## src/rtl/prg_pkg.sv

```systemverilog
package prg_pkg;

    localparam int MAX_DIM    = 8192;

    localparam int DIM_W      = 14;
    localparam int PIX_W      = 13;
    localparam int JIT_W      = 16;
    localparam int DIR_W      = 16;
    localparam int VEC_W      = 63;
    localparam int COMP_W     = 21;
    localparam int PS_W       = 32;
    localparam int PS_HALF_W  = PS_W / 2;
    localparam int IDX_W      = 3;

    // datapath widths
    localparam int OFS_W      = 30;                 // offsets, Q.15 pixels
    localparam int PP_W       = OFS_W + PS_HALF_W + 1;
    localparam int UVS_W      = OFS_W + PS_W + 1;
    localparam int UV_W       = 34;                 // u, v in Q.18
    localparam int PROD_W     = COMP_W + UV_W;
    localparam int D_W        = 57;                 // direction, Q.36
    localparam int M_W        = 30;                 // normalised magnitude
    localparam int SQT_W      = 2 * M_W;
    localparam int SS_W       = 62;
    localparam int N_W        = 31;
    localparam int NUM_W      = M_W + 17;
    localparam int DEN_W      = N_W + 1;
    localparam int Q_W        = 17;

    localparam int BASIS_FRAC = 18;
    localparam int HALF_PIX   = 1 << 14;
    localparam int PIX_SH     = 15;
    localparam int DIM_SH     = 14;
    localparam int UV_SH      = 29;
    localparam int QUO_SH     = 16;
    localparam int NRM_N      = 6;
    localparam int NRM_MAX    = 32;
    localparam int SQ_N       = SS_W / 2;
    localparam int DV_N       = Q_W;

    localparam int Q_DEPTH    = 4;
    localparam int Q_PTR_W    = $clog2(Q_DEPTH);
    localparam int Q_CNT_W    = $clog2(Q_DEPTH + 1);
    localparam int OQ_DEPTH   = 2;
    localparam int OQ_PTR_W   = $clog2(OQ_DEPTH);
    localparam int OQ_CNT_W   = $clog2(OQ_DEPTH + 1);

    localparam logic [IDX_W-1:0] REG_FWD   = 3'd0;
    localparam logic [IDX_W-1:0] REG_LEFT  = 3'd1;
    localparam logic [IDX_W-1:0] REG_UP    = 3'd2;
    localparam logic [IDX_W-1:0] REG_PSIZE = 3'd3;
    localparam logic [IDX_W-1:0] REG_W     = 3'd4;
    localparam logic [IDX_W-1:0] REG_H     = 3'd5;
    localparam logic [IDX_W-1:0] REG_JEN   = 3'd6;

    typedef struct packed {
        logic [VEC_W-1:0] fwd;
        logic [VEC_W-1:0] left;
        logic [VEC_W-1:0] up;
        logic [PS_W-1:0]  psize;
        logic [DIM_W-1:0] w;
        logic [DIM_W-1:0] h;
        logic             jit_en;
    } cfg_t;

    typedef struct packed {
        logic signed [OFS_W-1:0] ou;
        logic signed [OFS_W-1:0] ov;
    } ofs_t;

    typedef struct packed {
        logic signed [DIR_W-1:0] x;
        logic signed [DIR_W-1:0] y;
        logic signed [DIR_W-1:0] z;
        logic                    zero;
    } res_t;

    function automatic logic signed [COMP_W-1:0] vcomp(input logic [VEC_W-1:0] vec,
                                                       input int k);
        return signed'(vec[COMP_W*k +: COMP_W]);
    endfunction

endpackage

```

## src/rtl/prg_front.sv

```systemverilog
module prg_front
    import prg_pkg::*;
(
    input  logic                    clk,
    input  logic                    rst_n,
    input  logic                    cfg_we,
    input  logic [IDX_W-1:0]        cfg_index,
    input  logic [VEC_W-1:0]        cfg_data,
    input  logic [PIX_W-1:0]        pixel_x,
    input  logic [PIX_W-1:0]        pixel_y,
    input  logic signed [JIT_W-1:0] jitter_x,
    input  logic signed [JIT_W-1:0] jitter_y,
    input  logic                    want_jitter,
    output cfg_t                    cfg,
    output ofs_t                    ofs
);

    cfg_t cfg_reg;
    cfg_t cfg_next;

    logic                    jit;
    logic [DIM_W-1:0]        w_cl;
    logic [DIM_W-1:0]        h_cl;
    logic signed [OFS_W-1:0] jx;
    logic signed [OFS_W-1:0] jy;

    always_comb
    begin
        cfg_next = cfg_reg;
        if (cfg_we)
        begin
            case (cfg_index)
                REG_FWD:   cfg_next.fwd    = cfg_data;
                REG_LEFT:  cfg_next.left   = cfg_data;
                REG_UP:    cfg_next.up     = cfg_data;
                REG_PSIZE: cfg_next.psize  = cfg_data[PS_W-1:0];
                REG_W:     cfg_next.w      = cfg_data[DIM_W-1:0];
                REG_H:     cfg_next.h      = cfg_data[DIM_W-1:0];
                REG_JEN:   cfg_next.jit_en = cfg_data[0];
                default:   cfg_next        = cfg_reg;
            endcase
        end
    end

    always_ff @(posedge clk or negedge rst_n)
    begin
        if (!rst_n)
        begin
            cfg_reg        <= '0;
            cfg_reg.w      <= DIM_W'(2);
            cfg_reg.h      <= DIM_W'(2);
        end
        else
        begin
            cfg_reg <= cfg_next;
        end
    end

    assign cfg = cfg_reg;

    // offsets from the pixel centre in Q.15 pixels
    always_comb
    begin
        jit  = cfg_reg.jit_en && want_jitter;
        w_cl = (cfg_reg.w > DIM_W'(MAX_DIM)) ? DIM_W'(MAX_DIM) : cfg_reg.w;
        h_cl = (cfg_reg.h > DIM_W'(MAX_DIM)) ? DIM_W'(MAX_DIM) : cfg_reg.h;
        jx   = jit ? OFS_W'(jitter_x) : '0;
        jy   = jit ? OFS_W'(jitter_y) : '0;
        ofs.ou = signed'(OFS_W'(w_cl) << DIM_SH) - signed'(OFS_W'(pixel_x) << PIX_SH)
               - OFS_W'(HALF_PIX) + jx;
        ofs.ov = signed'(OFS_W'(h_cl) << DIM_SH) - signed'(OFS_W'(pixel_y) << PIX_SH)
               - OFS_W'(HALF_PIX) + jy;
    end

endmodule

```

## config.mk

```make
export PLATFORM = sky130hd
export DESIGN_NAME = prg_front
export DESIGN_NICKNAME = d
export VERILOG_FILES = /design/src/rtl/prg_pkg.sv /design/src/rtl/prg_front.sv
export SDC_FILE = /design/constraint.sdc
export NUM_CORES = 1
export LEC_CHECK = 0
export BUFFER_PORTS_ARGS = -buffer_cell sky130_fd_sc_hd__buf_2
export CAP_MARGIN = 20
export CORE_AREA = 2 2 169 171
export CTS_BUF_LIST = sky130_fd_sc_hd__clkbuf_8
export CTS_CLUSTER_SIZE = 20
export DETAILED_ROUTE_END_ITERATION = 8
export DIE_AREA = 0 0 171 173
export HOLD_SLACK_MARGIN = 0.1
export PLACE_DENSITY_LB_ADDON = 0.08
export SLEW_MARGIN = 40
export SYNTH_ARGS = -nofsm -noshare
export SYNTH_HDL_FRONTEND = slang
export SYNTH_SLANG_ARGS = --single-unit
```

## constraint.sdc

```tcl
create_clock -name clk -period 7.05 [get_ports clk]
set_clock_uncertainty 0.1 [all_clocks]
set_input_delay 0.3525 -clock clk [delete_from_list [all_inputs] [get_ports clk]]
set_output_delay 0.3525 -clock clk [all_outputs]
set_load 0.005 [all_outputs]
```

==> impl_summary.log <==
[metrics] RSZ-0062 raised after global routing: no
[metrics] cell area after placement: 15410 µm²
[metrics] Seq cells post-synth: 250
[metrics] final critical path time including I/O delays and setup: 5243 ps
[metrics] sum of internal, switching and leakage power: 6.129 mW
[metrics] Yosys warnings: 0
[metrics] setup-violating endpoint count in the final report: 0
[metrics] xor and xnor fraction of the mapped netlist area: 2.672%
[metrics] routed via count: 9740
[metrics] Filler cells: 2360
[metrics] master cell of the clock root buffer: clkbuf_8
[metrics] min-delay worst type: in -> reg
[metrics] grt total ovfl: 0
[metrics] cell types occupying the most area after synthesis: dfrtp_1, mux2_2, ha_1
[metrics] most frequent cell after synthesis: dfrtp_1
[metrics] Worst path top cell family by delay: compound AO/OA/AOI/OAI gates
[metrics] via density per instance: 4.992
[metrics] accumulated negative setup slack: 0 ps
[metrics] internal power: 3.921 mW
[metrics] starting density of the core: 46.27%
[metrics] prevailing post-synth register cell: dfrtp_1
[metrics] adder-cell share of the synthesized area: 8.848%
[metrics] part of the power in registers: 31.5%
[metrics] cts bufs inserted: 39
[metrics] clock-pin slew on the worst setup and hold paths: 60 ps
[metrics] Synth Instances: 1037
[metrics] top fanout value on the critical path: 7
[metrics] overall routing resource usage: 24.13%
[metrics] leakage power of the design: 8.609 nW
[metrics] share of synthesized flip-flops with an asynchronous set or reset: 100.0%
[metrics] Longest Clk Path Bufs: 3
[metrics] worst hold margin: 106.3 ps
[metrics] utilization of the core after routing: 60.78%
[metrics] buffering stage count on the worst path with inverters included: 2
[metrics] number of input and output port buffers inserted: 437
[metrics] insertion delay of the later-clocked pin in the worst-skew pair: 510 ps
[metrics] number of nets still failing antenna checks after routing: 0
[metrics] CTS sink cnt: 250
[metrics] placed cell count: 1823
[metrics] dominant combinational cell family by area after synthesis: multiplexers
[metrics] fraction of the yosys area taken by sequential cells: 48.96%
[metrics] flip-flop count of the largest register, all copies and words added: 250
[metrics] Final Hold Viols: 0
[metrics] remaining max-slew budget at the tightest pin: 43.14%
[metrics] number of optimization iterations in the first detailed-route pass: 4
[metrics] clock share of power: 20.4%
[metrics] Die Span X: 171 µm
[metrics] number of H-tree levels: 2
[metrics] number of max-slew violations in the final report: 0
[metrics] initial drt markers: 388
[metrics] num rows: 61
[metrics] Critical Path Source Type: flip-flop
[metrics] outcome: completed
[metrics] count of distinct cell types in the synthesized netlist: 57
[metrics] most instantiated cells after synthesis: dfrtp_1, mux2_2, inv_1, ha_1, and3_1
[metrics] Mapped Avg Cell Area: 12.33 µm²
[metrics] WS Path Type: reg -> out
[metrics] vias in the first global route: 10100
[metrics] delay contributed by the slowest stage of the critical path: 400 ps
[metrics] slowest library cell on the worst path: dfrtp_1
[metrics] synthesized netlist net count: 1253
[metrics] Worst Max-Slew Pin Slew: 853.0 ps
[metrics] area fraction in and, or, nand and nor cells after synthesis: 6.665%
[metrics] dominant cell type by count on the critical path: ha_1
[metrics] switching fraction of total power: 36.03%
[metrics] number of enable flip-flop cells after synthesis: 0
[metrics] proportion of netlist area held by the largest area contributor: 48.55%
[metrics] post-place setup slack: 2333 ps
[metrics] worst endpoint required time: 6600 ps
[metrics] cell chain of the critical path: nor4_1 > a41oi_1 > nor2b_1 > ha_1 > nor2b_1 > o2111a_1 > a211oi_2 > o21ai_0 > xnor2_1 > ha_1 > inv_1 > ha_1 > a21o_1 > a21o_1 > a21oi_1 > o31ai_1 > a31oi_1 > xnor2_1 > buf_2
[metrics] global-route wire length before repair: 56000 µm
[metrics] remaining design rule violation count: 0
[metrics] non-filler cells in the finished layout: 1951
[metrics] net count of the finished layout: 1757
[metrics] data arrival time at the worst-slack endpoint: 4790 ps
[metrics] library cell occupying the most area in the post-synthesis netlist: dfrtp_1
[metrics] combinational power share: 48.1%
[metrics] Die Footprint: 29580 µm²
[metrics] fraction of the mapped netlist area in compound gates: 6.695%
[metrics] reg-to-reg slack, setup: 5910 ps
[metrics] HPWL after detailed placement: 26700 µm
[metrics] post-route clock period utilization: 74.37%
[metrics] vertical die dimension: 173 µm
[metrics] Power Dens Cells: 365.0 nW/µm²
[metrics] area of all placed cells without fillers: 16790 µm²
[metrics] Max-cap violations: 0
[metrics] share of synthesized area spent on multiplexers: 22.01%
[metrics] largest net degree at the start of global routing: 135
[metrics] Max Clock Freq: 190.7 MHz
[metrics] CTS tree: yes
[metrics] Psw: 2.208 mW
[metrics] antenna violations before repair: 2
[metrics] average detailed-routed wire length per instance: 18.32 µm
[metrics] Syn Std Cell Area: 12780 µm²
[metrics] P&R area growth vs syn: 31.37%
[metrics] IO Pins: 438
[metrics] endpoint type of the worst setup path: output pin
[metrics] fraction of final layout cells sized beyond drive strength 1: 48.50%
[metrics] Final WS setup: 1807 ps
[metrics] routability congestion estimate: 0.8830
[metrics] peak ir drop on the vdd network: 212.7 µV
[metrics] area of the core: 27630 µm²
[metrics] final routed wirelength across all metal layers: 35740 µm
[routing by layer]
metal | global-route usage [%] | part of all wire, % | wire length (µm)
met5 | 0 | 0 | 0
met4 | 7.804 | 2.9 | 1044
met3 | 8.125 | 8.9 | 3170
met2 | 41.10 | 49 | 17390
met1 | 28.58 | 40 | 14140
[final cells by class]
type	count	area, µm²	area share, %
multi-input combinational	653	6017	35.83
timing repair buffer	500	2848	16.96
clock buffer	55	757.0	4.508
tap	378	473.0	2.816
antenna	2	5.005	0.02980
clock inverter	16	71.32	0.4247
sequential	250	6259	37.27
inverter	97	364.1	2.168
[what timing repair did]
item                                   in CTS  in global routing
setup endpoints to repair                   0                  0
endpoints found under the hold margin     252                  0
resized for setup                           0                  0
hold buffers                               55                  0
buffers inserted                            0                  0
[worst paths after layout]
check / to / start / cells past startpoint
worst max register to register: cfg[0] / cfg[0] / 2
max in group asynchronous: cfg[243] / rst_n / 3
worst min-delay path: cfg[33] / cfg_data[4] / 2
worst min register to register: cfg[198] / cfg[198] / 1
worst max-delay path: ofs[27] / cfg[7] / 19
min in group asynchronous: cfg[149] / rst_n / 2
[power groups by stage]
stage | clock network (mW) | logic [mW] | registers [mW]
final | 1.25 | 2.95 | 1.93
after global routing | 1.35 | 3.30 | 1.98
after CTS | 1.29 | 2.98 | 1.93
after detailed placement | 0 | 2.95 | 1.95
after global placement | 0 | 2.93 | 1.93
after floorplan | 0 | 1.79 | 1.97
[layout by cell type (no fill, tap or decap), drive strengths merged, types with 4 or more instances in the layout]
master       synthesis  routed
nand2b              12      12
and3                31      31
dlygate4sd3          0      55
dfrtp              248     248
nand3               10      10
xor2                18      18
clkbuf              14      55
nor2b               30      30
nand2               21      21
o21ai               32      32
a21o                19      19
mux2               249     249
a21oi               30      30
buf                 23     445
a211oi               6       6
nor2                16      16
xnor2               21      21
ha                  84      84
nor3                 9       9
fa                   4       4
nor4                 4       4
inv                 97     110
o21a                 7       7
a31oi                4       4
[cell families after synthesis]
kind of cell    count (synthesis)
mux                           250
flops                         250
simple gates                  150
buf+inv                       134
compound gates                126
fa+ha+maj                      88
xor+xnor                       39
(Power assumes the default switching activity.)
