**config.mk**
```make
export PLATFORM = sky130hd
export DESIGN_NAME = prg_queue
export DESIGN_NICKNAME = d
export VERILOG_FILES = /design/src/rtl/prg_pkg.sv /design/src/rtl/prg_queue.sv
export SDC_FILE = /design/constraint.sdc
export NUM_CORES = 1
export LEC_CHECK = 0
export ABC_AREA = 0
export ABC_CLOCK_PERIOD_IN_PS = 3400
export BUFFER_PORTS_ARGS = -buffer_cell sky130_fd_sc_hd__buf_4
export CAP_MARGIN = 10
export CORE_MARGIN = 4
export CORE_UTILIZATION = 35
export CTS_CLUSTER_SIZE = 10
export DETAILED_ROUTE_END_ITERATION = 6
export HOLD_SLACK_MARGIN = 0.05
export PLACE_DENSITY = 0.64
export SYNTH_ARGS = -nofsm -noshare
export SYNTH_HDL_FRONTEND = slang
export SYNTH_SLANG_ARGS = --single-unit
export TNS_END_PERCENT = 20
```
**constraint.sdc**
```tcl
create_clock -name clk -period 3.4 [get_ports clk]
set_input_delay 0.17 -clock clk [delete_from_list [all_inputs] [get_ports clk]]
set_output_delay 0.17 -clock clk [all_outputs]
set_load 0.1 [all_outputs]
```
**src/rtl/prg_pkg.sv**
```systemverilog
package prg_pkg;

    localparam int MAX_DIM    = 8192;

    localparam int DIM_W      = 14;
    localparam int PIX_W      = 13;
    localparam int JIT_W      = 16;
    localparam int DIR_W      = 16;
    localparam int VEC_W      = 63;
    localparam int COMP_W     = 21;
    localparam int PS_W       = 32;
    localparam int PS_HALF_W  = PS_W / 2;
    localparam int IDX_W      = 3;

    // datapath widths
    localparam int OFS_W      = 30;                 // offsets, Q.15 pixels
    localparam int PP_W       = OFS_W + PS_HALF_W + 1;
    localparam int UVS_W      = OFS_W + PS_W + 1;
    localparam int UV_W       = 34;                 // u, v in Q.18
    localparam int PROD_W     = COMP_W + UV_W;
    localparam int D_W        = 57;                 // direction, Q.36
    localparam int M_W        = 30;                 // normalised magnitude
    localparam int SQT_W      = 2 * M_W;
    localparam int SS_W       = 62;
    localparam int N_W        = 31;
    localparam int NUM_W      = M_W + 17;
    localparam int DEN_W      = N_W + 1;
    localparam int Q_W        = 17;

    localparam int BASIS_FRAC = 18;
    localparam int HALF_PIX   = 1 << 14;
    localparam int PIX_SH     = 15;
    localparam int DIM_SH     = 14;
    localparam int UV_SH      = 29;
    localparam int QUO_SH     = 16;
    localparam int NRM_N      = 6;
    localparam int NRM_MAX    = 32;
    localparam int SQ_N       = SS_W / 2;
    localparam int DV_N       = Q_W;

    localparam int Q_DEPTH    = 4;
    localparam int Q_PTR_W    = $clog2(Q_DEPTH);
    localparam int Q_CNT_W    = $clog2(Q_DEPTH + 1);
    localparam int OQ_DEPTH   = 2;
    localparam int OQ_PTR_W   = $clog2(OQ_DEPTH);
    localparam int OQ_CNT_W   = $clog2(OQ_DEPTH + 1);

    localparam logic [IDX_W-1:0] REG_FWD   = 3'd0;
    localparam logic [IDX_W-1:0] REG_LEFT  = 3'd1;
    localparam logic [IDX_W-1:0] REG_UP    = 3'd2;
    localparam logic [IDX_W-1:0] REG_PSIZE = 3'd3;
    localparam logic [IDX_W-1:0] REG_W     = 3'd4;
    localparam logic [IDX_W-1:0] REG_H     = 3'd5;
    localparam logic [IDX_W-1:0] REG_JEN   = 3'd6;

    typedef struct packed {
        logic [VEC_W-1:0] fwd;
        logic [VEC_W-1:0] left;
        logic [VEC_W-1:0] up;
        logic [PS_W-1:0]  psize;
        logic [DIM_W-1:0] w;
        logic [DIM_W-1:0] h;
        logic             jit_en;
    } cfg_t;

    typedef struct packed {
        logic signed [OFS_W-1:0] ou;
        logic signed [OFS_W-1:0] ov;
    } ofs_t;

    typedef struct packed {
        logic signed [DIR_W-1:0] x;
        logic signed [DIR_W-1:0] y;
        logic signed [DIR_W-1:0] z;
        logic                    zero;
    } res_t;

    function automatic logic signed [COMP_W-1:0] vcomp(input logic [VEC_W-1:0] vec,
                                                       input int k);
        return signed'(vec[COMP_W*k +: COMP_W]);
    endfunction

endpackage

```
**src/rtl/prg_queue.sv**
```systemverilog
module prg_queue
    import prg_pkg::*;
(
    input  logic clk,
    input  logic rst_n,
    input  logic push,
    input  ofs_t wdata,
    output logic full,
    input  logic pop,
    output ofs_t rdata,
    output logic empty
);

    ofs_t               mem_reg [Q_DEPTH];
    logic [Q_PTR_W-1:0] wr_reg;
    logic [Q_PTR_W-1:0] rd_reg;
    logic [Q_CNT_W-1:0] cnt_reg;
    logic               do_push;
    logic               do_pop;

    assign full    = (cnt_reg == Q_CNT_W'(Q_DEPTH));
    assign empty   = (cnt_reg == '0);
    assign do_push = push && !full;
    assign do_pop  = pop && !empty;
    assign rdata   = mem_reg[rd_reg];

    always_ff @(posedge clk)
    begin
        if (do_push)
        begin
            mem_reg[wr_reg] <= wdata;
        end
    end

    always_ff @(posedge clk or negedge rst_n)
    begin
        if (!rst_n)
        begin
            wr_reg  <= '0;
            rd_reg  <= '0;
            cnt_reg <= '0;
        end
        else
        begin
            if (do_push)
            begin
                wr_reg <= wr_reg + Q_PTR_W'(1);
            end
            if (do_pop)
            begin
                rd_reg <= rd_reg + Q_PTR_W'(1);
            end
            if (do_push && !do_pop)
            begin
                cnt_reg <= cnt_reg + Q_CNT_W'(1);
            end
            else if (do_pop && !do_push)
            begin
                cnt_reg <= cnt_reg - Q_CNT_W'(1);
            end
        end
    end

endmodule

```
==> results.json, run 1 <==
{
  "max_slew.worst_pin.slew_ns": 0.944,
  "cp_slowest_stage_delay_ns": 0.77,
  "min_period_ns": 2.68,
  "dp_hpwl_mm": 10.8,
  "yosys.cell_types.count": 22,
  "cts-root-buf": "clkbuf_16",
  "die_width_um": 170,
  "min_from": "push",
  "post-route-period-util_pct": 78.7,
  "area_growth_pct": 28.7,
  "end_kind": "output pin",
  "initial_core_util_pct": 35.9,
  "worstPathMaxFanout": 28,
  "finalHoldViolCount": 0,
  "wl_per_cell_um": 19.6,
  "setup_viol": 0,
  "rsz0062_at_grt": "no",
  "largest_reg_flops": 240,
  "drv_slew": 0,
  "cts_resized": 0,
  "fin_setup_tns_ns": 0,
  "clkTransAtPathRegs_ns": 0.06,
  "die_h_um": 170,
  "fin_nets": 626,
  "slew-limit-headroom_pct": 37.1,
  "ys_ff_latch": 247,
  "r2r_start": "cnt_reg[2]",
  "fin_util_pct": 46.2,
  "syn-num-nets": 420,
  "drcViolationCount": 0,
  "min_to": "wr_reg[0]",
  "path_cells": "buf_4 -> mux4_2 -> buf_4",
  "dr.first_iter.drc_count": 235,
  "cp_top_family": "flip-flops",
  "ant_nets": 0,
  "critical_path.most_common_cell": "buf_4",
  "grt_overflow": 0,
  "first_pass_iters": 4,
  "r2r_slack_ns": 1.12,
  "r2r_cells": 3,
  "cp-startpoint": "rd_reg[0]",
  "routed_wirelength_mm": 17.6,
  "hold_path_class": "primary input to register",
  "vias": 4208,
  "cts_made_buffers": 28,
  "io_pins": 126,
  "worstPathArrival_ns": 2.51,
  "portBuffers": 125,
  "timing.fmax_mhz": 374,
  "ys_warn_count": 0,
  "avgSynthCellArea_sq_um": 26.1,
  "syn-cell-area_sq_um": 9150,
  "grt_max_degree": 62,
  "fin_worst_skew_ns": 0.00658,
  "outcome": "finished, final reports clean",
  "crit_path_start_kind": "register",
  "clkLatencyLatePin_ns": 0.51,
  "hold_depth": 3,
  "cts_buffer_depth": 3,
  "path_class": "register to output pin",
  "grt_pass1_wl_mm": 27.4,
  "postPlaceCellArea_sq_um": 10400,
  "cts_tree": "done",
  "reg2reg_to": "mem_reg[3][24]",
  "dieArea_sq_um": 28800,
  "drive_gt1_share_pct": 39.5,
  "crit_buf_inv": 2,
  "yosysSeqAreaShare_pct": 80.7,
  "core-area_sq_um": 25500,
  "first_global_vias": 4787,
  "gp_congestion": 0.662,
  "antenna_found_initial": 1,
  "viasPerCell": 4.69,
  "cp.required_ns": 3.23,
  "row_count": 58,
  "cts_max_level": 1,
  "grt_use_total_pct": 12.3,
  "clock-sinks": 247,
  "slowest_stage": "dfrtp_4",
  "maxCapViolations": 0,
  "final_area_sq_um": 11800,
  "syn_inst": 350
}
==> worst max path at each step <==
stage / end / depth (start not counted)
global route: rdata[58] / 3
floorplan: mem_reg[0][0] / 4
finish: rdata[58] / 3
global placement: mem_reg[1][12] / 3
CTS: rdata[58] / 3
detailed placement: mem_reg[2][9] / 3
==> per-stage QoR <==
step / std cells / hold WS, ns / setup slack (ns)
after detailed placement: 793 / -0.0112 / 1.06
after CTS: 897 / 0.165 / 0.608
after global routing: 898 / 0.193 / 0.536
final: 898 / 0.178 / 0.723
after floorplan: 350 / -0.126 / 0.102
after global placement: 793 / -0.0148 / 1.17
==> cells in the mapped netlist, drive strengths merged <==
master  number  area (sq um)
and2         4          25.0
buf         14           166
clkbuf       1          3.75
dfrtp        7           175
edfxtp     240          7210
fa           1          20.0
ha           5          62.6
inv          4          15.0
mux2         2          26.3
mux4        60          1360
nand2        1          3.75
nand3        1          5.00
nor2         1          3.75
nor2b        1          6.26
nor3b        1          12.5
or3          1          6.26
xnor2        4          35.0
xor2         2          17.5
==> per-layer routing <==
metal | GRT usage [%] | wire length, um
met2 | 21.8 | 9220
met4 | 2.28 | 176
met5 | 0 | 0
met3 | 2.82 | 1060
met1 | 15.7 | 7120
==> layout by cell type (no fill, tap or decap) <==
cell type | netlist | layout
mux2_2 | 1 | 1
clkbuf_16 | 0 | 29
nor2_1 | 1 | 1
diode_2 | 0 | 1
mux4_1 | 2 | 2
ha_1 | 5 | 5
dfrtp_4 | 0 | 2
dlygate4sd3_1 | 0 | 63
and2_4 | 0 | 4
clkbuf_1 | 1 | 11
dfrtp_1 | 7 | 5
clkinv_1 | 0 | 1
xnor2_1 | 4 | 4
or3_1 | 1 | 1
mux2_4 | 1 | 1
mux4_2 | 58 | 58
buf_4 | 0 | 128
nor2b_1 | 1 | 1
nor3b_2 | 1 | 1
xor2_1 | 2 | 2
nand3_1 | 1 | 1
fa_1 | 1 | 1
nand2_1 | 1 | 1
inv_1 | 4 | 4
edfxtp_1 | 240 | 240
==> what timing repair did <==
item | 4_1_cts | 5_1_grt
hold buffers | 63 | 0
buffers inserted | 0 | 0
hold endpoints to repair | 249 | 0
==> worst register-to-register path: stages, from the launching register on <==
cell and delay, ns:
dfrtp_1 0.39, nor3b_2 0.17, nor2b_1 0.44, and2_4 0.88
==> logic make-up after synthesis <==
family,Yosys count,synth area share (%)
and+or+nand+nor,10,0.684
DFF,247,80.7
xor gates and xnor gates,6,0.574
buffers and inverters,19,2.02
adders and majority gates,6,0.903
muxes,62,15.1
==> final cells by class <==
cell class / count / area (sq um)
fill: 2126 / 13700
sequential: 247 / 7390
multi-input combinational: 84 / 1590
timing repair buffer: 191 / 1590
clock buffer: 40 / 767
tap: 330 / 413
inverter: 4 / 15.0
clock inverter: 1 / 3.75
antenna: 1 / 2.50
Power of run 1 is not shown: default switching activity piles up to over one toggle a cycle in this logic, so the estimate is an artifact.
==> inputs of run 2 (changes only) <==
--- a/config.mk
+++ b/config.mk
@@ -6,7 +6,7 @@
 export NUM_CORES = 1
 export LEC_CHECK = 0
 export ABC_AREA = 0
-export ABC_CLOCK_PERIOD_IN_PS = 3400
+export ABC_CLOCK_PERIOD_IN_PS = 2740
 export BUFFER_PORTS_ARGS = -buffer_cell sky130_fd_sc_hd__buf_4
 export CAP_MARGIN = 10
 export CORE_MARGIN = 4
==> constraint.sdc (replaced) <==
create_clock -name clk -period 2.74 [get_ports clk]
set_input_delay 0.137 -clock clk [delete_from_list [all_inputs] [get_ports clk]]
set_output_delay 0.137 -clock clk [all_outputs]
set_load 0.1 [all_outputs]
==> results.json, run 2 (same netlist as run 1, synthesis figures left out) <==
{
  "outcome": "finished, final reports clean",
  "grt_overflow": 0,
  "die_h_um": 170,
  "grt_max_degree": 38,
  "path_class": "register to output pin",
  "maxCapViolations": 0,
  "drive_gt1_share_pct": 40.9,
  "timing.fmax_mhz": 404,
  "viasPerCell": 4.72,
  "dr.first_iter.drc_count": 247,
  "dieArea_sq_um": 28800,
  "r2r_start": "cnt_reg[2]",
  "clkTransAtPathRegs_ns": 0.05,
  "clkLatencyLatePin_ns": 0.52,
  "crit_path_start_kind": "register",
  "drcViolationCount": 0,
  "drv_slew": 0,
  "gp_congestion": 0.689,
  "grt_use_total_pct": 12.4,
  "grt_pass1_wl_mm": 27.5,
  "hold_depth": 3,
  "rsz0062_at_grt": "no",
  "max_slew.worst_pin.slew_ns": 0.595,
  "cts_tree": "done",
  "fin_setup_tns_ns": 0,
  "area_growth_pct": 30.8,
  "ant_nets": 0,
  "layout_common_cells": "240 x edfxtp_1, 129 x buf_4, 63 x dlygate4sd3_1, 58 x mux4_2, 29 x clkbuf_16",
  "slew-limit-headroom_pct": 60.3,
  "wl_per_cell_um": 19.7,
  "finalHoldViolCount": 0,
  "first_global_vias": 4901,
  "cts_resized": 0,
  "dp_hpwl_mm": 11.0,
  "core-area_sq_um": 25500,
  "antenna_found_initial": 0,
  "post-route-period-util_pct": 90.4,
  "cts_made_buffers": 29,
  "io_pins": 126,
  "worstPathArrival_ns": 2.34,
  "end_kind": "output pin",
  "vias": 4277,
  "r2r_slack_ns": 0.45,
  "hold_path_class": "primary input to register",
  "diodes": 0,
  "final_common_cell": "edfxtp_1",
  "first_pass_iters": 4,
  "min_to": "wr_reg[0]",
  "min_from": "push",
  "final_area_sq_um": 12000,
  "portBuffers": 125,
  "reg2reg_to": "cnt_reg[2]",
  "fin_worst_skew_ns": 0.0114,
  "worstPathMaxFanout": 25,
  "largest_reg_flops": 240,
  "fill_cells": 2070,
  "cts_max_level": 1,
  "setup_viol": 0,
  "fin_nets": 635,
  "initial_core_util_pct": 35.9,
  "cp.required_ns": 2.60,
  "row_count": 58,
  "clock-sinks": 247,
  "min_period_ns": 2.48,
  "cts-root-buf": "clkbuf_16",
  "cts_buffer_depth": 3,
  "postPlaceCellArea_sq_um": 10500,
  "r2r_cells": 8,
  "die_width_um": 170,
  "cts_setup_buffers": 0,
  "routed_wirelength_mm": 17.8
}
-- run 2: cell types whose count changed in the layout (fill, tap and decap cells not counted), sizes merged --
cell,previous run,this run
clkinv,1,2
diode,1,0
bufinv,0,1
buf,128,136
-- run 2: what timing repair did --
item                       in CTS  in global routing
hold endpoints to repair      249                  0
setup endpoints to repair       0                  0
hold buffers                   63                  0
-- run 2: final cells by class --
class                           instances  area [sq um]  share of cell area (%)
Sequential cell                       247          7390                    61.7
Timing Repair Buffer                  199          1740                    14.5
Multi-Input combinational cell         84          1600                    13.4
Clock buffer                           40           777                    6.49
Tap cell                              330           413                    3.45
Clock inverter                          3          40.0                   0.334
Inverter                                4          15.0                   0.125
-- run 2: worst max path at each step --
stage	startpoint	endpoint	slack (ns)	depth (start not counted)
final	rd_reg[0]	rdata[0]	0.26	3
after global routing	rd_reg[0]	rdata[0]	0.1	3
after CTS	rd_reg[0]	rdata[44]	0.17	3
after detailed placement	cnt_reg[2]	cnt_reg[2]	0.48	8
after global placement	cnt_reg[2]	cnt_reg[2]	0.57	8
after floorplan	cnt_reg[1]	mem_reg[1][0]	-0.16	4
-- run 2: critical path, cell delays in order (launching register included) --
cell and delay (ns):
dfrtp_4 0.69, buf_12 0.28, mux4_2 0.57, buf_4 0.26
-- run 2: layer usage --
layer | GRT usage (%) | wire length (um)
met2 | 22.3 | 9440
met3 | 2.66 | 946
met1 | 15.3 | 7210
met5 | 0 | 0
met4 | 2.94 | 257
-- run 2: stage by stage --
| step | setup WS [ns] | utilization (%) | hold WS [ns] | cells |
|---|---|---|---|---|
| 3_5_place_dp | 0.476 | 41.3 | -0.0447 | 801 |
| 4_1_cts | 0.170 | 47.0 | 0.104 | 907 |
| 5_1_grt | 0.0986 | 47.0 | 0.150 | 907 |
| 3_3_place_gp | 0.574 | 41.3 | -0.0491 | 801 |
| 2_1_floorplan | -0.156 | - | -0.159 | 350 |
| 6_report | 0.262 | 47.0 | 0.136 | 907 |
Power of run 2 is left out for the same reason.
